<file path="config.mk">
export PLATFORM = sky130hd
export DESIGN_NAME = gwrt_ctrl
export DESIGN_NICKNAME = d
export VERILOG_FILES = /design/src/hdl/gwrt_pkg.sv /design/src/hdl/gwrt_ctrl.sv
export SDC_FILE = /design/constraint.sdc
export NUM_CORES = 1
export LEC_CHECK = 0
export BUFFER_PORTS_ARGS = -buffer_cell sky130_fd_sc_hd__buf_2
export CORE_MARGIN = 8
export CORE_UTILIZATION = 45
export CTS_BUF_LIST = sky130_fd_sc_hd__clkbuf_8
export DETAILED_ROUTE_END_ITERATION = 10
export GPL_TIMING_DRIVEN = 0
export PLACE_DENSITY = 0.73
export SLEW_MARGIN = 20
export SYNTH_ARGS = -nofsm -noshare
export SYNTH_HDL_FRONTEND = slang
export SYNTH_SLANG_ARGS = --single-unit
</file>
<file path="constraint.sdc">
create_clock -name aclk -period 2.6 [get_ports aclk]
set_clock_uncertainty 0.2 [all_clocks]
set_input_delay 0.13 -clock aclk [delete_from_list [all_inputs] [get_ports aclk]]
set_output_delay 0.13 -clock aclk [all_outputs]
set_load 0.01 [all_outputs]
</file>
<file path="src/hdl/gwrt_pkg.sv">
// ----------------------------------------------------------------------------
// gwrt_pkg
// Shared widths, opcodes, controller/datapath interface structs and the
// packed result word of the group-of-pictures window tracker.
// ----------------------------------------------------------------------------
package gwrt_pkg;

    localparam int PTS_W     = 48;
    localparam int PKT_W     = 24;
    localparam int CLIP_W    = 16;
    localparam int WIN_W     = 16;
    localparam int ID_W      = 16;
    localparam int BYTE_W    = 40;
    localparam int CNT_W     = 7;
    localparam int TOUT_W    = 48;
    localparam int PROD_W    = 36;
    localparam int PAD_W     = 7;
    localparam int CNT_MAX   = 127;
    localparam int MICROS_PER_SEC = 1_000_000;

    localparam int S_TDATA_W = 88;
    localparam int S_TUSER_W = 4;
    localparam int M_TDATA_W = 208;

    localparam logic [WIN_W-1:0] WINDOW_RESET = 16'd30;

    typedef enum logic [1:0] {
        OP_PUSH  = 2'd0,
        OP_SNAP  = 2'd1,
        OP_CLEAR = 2'd2,
        OP_NOP   = 2'd3
    } gwrt_op_t;

    // head reads (oldest bytes, second start) use the default read addresses
    typedef struct packed {
        logic in_load;
        logic rd_newest;
        logic rd_snap;
        logic do_force;
        logic do_open;
        logic do_extend;
        logic do_evict;
        logic do_clear;
        logic snap_init;
        logic snap_step;
        logic snap_take;
        logic snap_oldest;
    } gwrt_cmd_t;

    typedef struct packed {
        gwrt_op_t op;
        logic     opens;
        logic     empty;
        logic     full;
        logic     multi;
        logic     evict_ok;
        logic     clip_in_range;
        logic     snap_hit;
        logic     k_zero;
    } gwrt_status_t;

    // first member is the top of the word: fields run from accepted upward
    typedef struct packed {
        logic [PAD_W-1:0]  pad;
        logic [CNT_W-1:0]  group_count;
        logic [BYTE_W-1:0] total_bytes;
        logic [TOUT_W-1:0] span_us;
        logic [TOUT_W-1:0] clip_start_us;
        logic [ID_W-1:0]   last_group_id;
        logic [ID_W-1:0]   first_group_id;
        logic              clip_valid;
        logic              forced_drop;
        logic [CNT_W-1:0]  evicted_count;
        logic [ID_W-1:0]   group_id;
        logic              accepted;
    } gwrt_result_t;

endpackage

</file>
<file path="src/hdl/gwrt_ctrl.sv">
// ----------------------------------------------------------------------------
// gwrt_ctrl
// Sequencer for push, snapshot and clear: issues memory reads, eviction
// steps and the backward snapshot walk, then hands the result word out.
// ----------------------------------------------------------------------------
module gwrt_ctrl (
    input  logic                   aclk,
    input  logic                   aresetn,
    input  logic                   s_valid,
    input  logic                   out_free,
    input  gwrt_pkg::gwrt_status_t status,
    output gwrt_pkg::gwrt_cmd_t    cmd,
    output logic                   s_ready,
    output logic                   res_load
);

    import gwrt_pkg::*;

    typedef enum logic [10:0] {
        ST_IDLE     = 11'b000_0000_0001,
        ST_DECODE   = 11'b000_0000_0010,
        ST_FORCE    = 11'b000_0000_0100,
        ST_OPEN     = 11'b000_0000_1000,
        ST_EXTEND   = 11'b000_0001_0000,
        ST_EV_RD    = 11'b000_0010_0000,
        ST_EV_CHK   = 11'b000_0100_0000,
        ST_SN_START = 11'b000_1000_0000,
        ST_SN_RD    = 11'b001_0000_0000,
        ST_SN_CHK   = 11'b010_0000_0000,
        ST_RESULT   = 11'b100_0000_0000
    } state_t;

    state_t state_reg, state_next;

    assign s_ready = (state_reg == ST_IDLE);

    always_comb begin
        state_next = state_reg;
        cmd        = '0;
        res_load   = 1'b0;

        unique case (state_reg)
            ST_IDLE: begin
                if (s_valid) begin
                    cmd.in_load = 1'b1;
                    state_next  = ST_DECODE;
                end
            end
            ST_DECODE: begin
                unique case (status.op)
                    OP_PUSH: begin
                        if (status.opens) begin
                            if (status.full) begin
                                state_next = ST_FORCE;
                            end else begin
                                state_next = ST_OPEN;
                            end
                        end else if (status.empty) begin
                            state_next = ST_RESULT;
                        end else begin
                            cmd.rd_newest = 1'b1;
                            state_next    = ST_EXTEND;
                        end
                    end
                    OP_SNAP: begin
                        state_next = status.empty ? ST_RESULT : ST_SN_START;
                    end
                    OP_CLEAR: begin
                        cmd.do_clear = 1'b1;
                        state_next   = ST_RESULT;
                    end
                    OP_NOP: begin
                        state_next = ST_RESULT;
                    end
                endcase
            end
            ST_FORCE: begin
                cmd.do_force = 1'b1;
                state_next   = ST_OPEN;
            end
            ST_OPEN: begin
                cmd.do_open = 1'b1;
                state_next  = ST_EV_RD;
            end
            ST_EXTEND: begin
                cmd.do_extend = 1'b1;
                state_next    = ST_EV_RD;
            end
            ST_EV_RD: begin
                if (status.multi) begin
                    state_next = ST_EV_CHK;
                end else begin
                    state_next = ST_RESULT;
                end
            end
            ST_EV_CHK: begin
                if (status.evict_ok) begin
                    cmd.do_evict = 1'b1;
                    state_next   = ST_EV_RD;
                end else begin
                    state_next = ST_RESULT;
                end
            end
            ST_SN_START: begin
                // a duration past the newest end reaches before time zero
                if (status.clip_in_range) begin
                    cmd.snap_init = 1'b1;
                    state_next    = ST_SN_RD;
                end else begin
                    cmd.snap_oldest = 1'b1;
                    state_next      = ST_RESULT;
                end
            end
            ST_SN_RD: begin
                cmd.rd_snap = 1'b1;
                state_next  = ST_SN_CHK;
            end
            ST_SN_CHK: begin
                priority if (status.snap_hit) begin
                    cmd.snap_take = 1'b1;
                    state_next    = ST_RESULT;
                end else if (status.k_zero) begin
                    cmd.snap_oldest = 1'b1;
                    state_next      = ST_RESULT;
                end else begin
                    cmd.snap_step = 1'b1;
                    state_next    = ST_SN_RD;
                end
            end
            ST_RESULT: begin
                if (out_free) begin
                    res_load   = 1'b1;
                    state_next = ST_IDLE;
                end
            end
            default: begin
                state_next = ST_IDLE;
            end
        endcase
    end

    always_ff @(posedge aclk) begin
        if (!aresetn) begin
            state_reg <= ST_IDLE;
        end else begin
            state_reg <= state_next;
        end
    end

endmodule

</file>
==> out/metrics.csv <==
stage;metric;value;unit
status;outcome;finished clean;
global_routing;first-pass GRT wire length;3.84;mm
logic_synthesis;leading area contributor after synthesis;dfxtp_1;
clock_network;total CTS buffers;3;
floorplan;die width;58.1;um
finish;layout cells sized above 1;29.4;%
logic_synthesis;commonest cells in the netlist;11 x dfxtp_1, 8 x nor3_1, 7 x and3_1, 7 x nor2_1;
placed_design;IO buf count;27;
finish;# nets final;151;
routing;Via density;5.73;
routing;DRC Markers;0;
clock_network;clock slew at reported path FFs;0.05;ns
finish;antenna cells;0;
sta;Max-slew headroom;72.8;%
logic_synthesis;Synth Warn #;0;
job;Max-Cap Viols;0;
placed_design;Placer Congestion;0.840;
sta;Least-Margin Pin Slew;0.404;ns
clock_network;Worst-Skew Late Latency;0.23;ns
logic_synthesis;most common cell in the netlist;dfxtp_1;
clock_network;CTS tree;done;
placed_design;HPWL Detailed;1.73;mm
clock_network;post-cts resize count;0;
logic_synthesis;Distinct cells, synth;36;
floorplan;Rows;15;
pwr;Reg power frac;42.0;%
global_routing;GRT Total Usage;13.9;%
clock_network;clk sinks;11;
sta;Setup violations, final;0;
pwr;P_int;0.315;mW
placed_design;Placed Area;953;um2
logic_synthesis;EDFF count, synth;0;
logic_synthesis;largest cells by area after synthesis;dfxtp_1 28%, and3_1 5.5%, nor4_4 5.3%;
critical_path;Req. time, crit path;2.27;ns
pwr;total power;0.425;mW
sta;final setup TNS;0;ns
critical_path;worst-path fanout max;6;
routing;ANT nets after route;0;
logic_synthesis;Seq/Total Area, Yosys;27.6;%
logic_synthesis;Top FF cell, synth;dfxtp_1;
sta;final worst path period share;87.5;%
pwr;combinational fraction of design power;18.8;%
sta;Slew Limit Fails;0;
sta;setup ws final;0.326;ns
floorplan;Die Ht;58.1;um
finish;max reg flops;11;
pwr;switching share of total power;26.0;%
critical_path;FF-to-FF End;state_reg[4]$_SDFFE_PN0P_;
sta;post-route minimum period;2.27;ns
global_routing;vias in the first global route;889;
clock_network;H-tree depth;1;
clock_network;clock tree buffer depth;2;
pwr;peak supply drop;295;uV
logic_synthesis;ys async rst share;0;%
finish;fillcell total;148;
critical_path;R2R setup slack;0.41;ns
critical_path;r2r worst-path depth;7;
min_path;HP Start;status[8];
min_path;hold path cells;2;
floorplan;Die ar.;3370;um2
sta;RSZ-0062 raised after global routing;false;
logic_synthesis;Yosys top cell area share;27.6;%
routing;routed len/inst;13.8;um
global_routing;grt total ovfl;0;
logic_synthesis;Post-Syn Nets;113;
floorplan;Starting Density;47.2;%
clock_network;CTS root buffer;clkbuf_8;
critical_path;crit end category;output pin;
critical_path;WS Path Type;register to output pin;
finish;Area Overhead vs Synth;32.8;%
sta;Hold Vio Cnt, Final;0;
sta;WHS;0.0143;ns
routing;vias post-DR;876;
global_routing;largest net degree at the start of global routing;10;
routing;DRT iter0 DRCs;11;
min_path;hold path endpoint;state_reg[7]$_SDFFE_PN0P_;
min_path;hold crit path type;input port to register;
finish;design area;1060;um2
logic_synthesis;Seq cells post-synth;11;
logic_synthesis;Netlist Area Pre-Place;797;um2
floorplan;core area;1690;um2
critical_path;worst flop-to-flop path startpoint;state_reg[8]$_SDFFE_PN0P_;
routing;total wire length;2.11;mm
clock_network;number of setup buffers added after CTS;0;
logic_synthesis;gate count of the mapped netlist;99;
routing;drt pass-1 iters;4;
critical_path;Worst EP arrival;1.94;ns
global_routing;antenna violations before repair;0;
placed_design;worst slack, placed;0.592;ns
sta;f_max;0.440;GHz
pwr;Clock power frac;39.2;%
clock_network;CTS Hold Bufs;6;
critical_path;crit path launch type;register;
pwr;PD cells;402;nW/um2
pwr;NetSw;0.111;mW
pwr;leakage power;0.498;nW
floorplan;I/O pin count;28;
logic_synthesis;Mapped Avg Cell Area;8.05;um2
cell usage in the layout (no fill, tap or decap), drive strengths merged, types with 3 or more instances in the layout:
master	instances
o21ai	7
o211ai	3
inv	7
dfxtp	11
nand2	5
and3	7
nor3	8
buf	30
nor4	7
and2	3
xor2	3
clkbuf	3
dlygate4sd3	6
nor2	8
nand3	3
nand2b	3
power groups by stage:
stage,registers [mW],clock network (mW),logic (mW)
after floorplan,0.181,0,0.0463
after global placement,0.182,0,0.0715
after detailed placement,0.182,0,0.0741
after CTS,0.179,0.169,0.0798
after global routing,0.179,0.179,0.0892
final,0.179,0.167,0.0798
metrics by stage:
step / util [%] / instances
after floorplan: - / 99
after global placement: 56.4 / 143
after detailed placement: 56.4 / 143
after CTS: 62.7 / 153
after global routing: 62.7 / 153
final: 62.7 / 153
cell type report:
cell class,instances,area (um2),area share (%)
inverters,6,22.5,2.13
clock inverters,1,3.75,0.355
repair buffers,33,195,18.4
plain buffers,3,30.0,2.84
clock buffers,3,41.3,3.90
well taps,17,21.3,2.01
flip-flops and latches,11,220,20.8
multi-input cells,79,524,49.5
metal layers:
| metal | up-vias | track usage [%] | routed length [um] |
|---|---|---|---|
| met1 | 410 | 14.9 | 842 |
| met3 | 2 | 2.87 | 106 |
| met4 | 0 | 4.20 | 27 |
| met5 | - | 0 | 0 |
| li1 | 443 | - | - |
| met2 | 21 | 26.1 | 1130 |
worst max-delay path by stage:
stage | start | endpoint | slack [ns] | cells past startpoint
global route | state_reg[4]$_SDFFE_PN0P_ | state_reg[4]$_SDFFE_PN0P_ | 0.15 | 6
floorplan | state_reg[1]$_SDFFE_PN0P_ | state_reg[9]$_SDFFE_PN0P_ | 0.77 | 5
finish | state_reg[3]$_SDFFE_PN0P_ | cmd[0] | 0.33 | 5
CTS | state_reg[0]$_SDFFE_PN1P_ | cmd[0] | 0.33 | 5
detailed placement | state_reg[1]$_SDFFE_PN0P_ | cmd[0] | 0.59 | 6
global placement | state_reg[1]$_SDFFE_PN0P_ | state_reg[0]$_SDFFE_PN1P_ | 0.65 | 6
critical path, cell delays in order (launching register included):
cell,delay (ns)
dfxtp_1,0.36
or4_4,0.57
nor4_4,0.32
nand3_2,0.15
o21ai_1,0.16
buf_2,0.15
cell families (layout without fill, tap and decap cells):
group / Yosys count / count (layout) / synth area share [%]
AOI/OAI and AO/OA: 19 / 19 / 15.7
xor gates and xnor gates: 3 / 3 / 3.30
and+or+nand+nor: 57 / 57 / 46.8
buffers and inverters: 9 / 46 / 6.59
DFF: 11 / 11 / 27.6
Power figures use the tool's default switching activity.
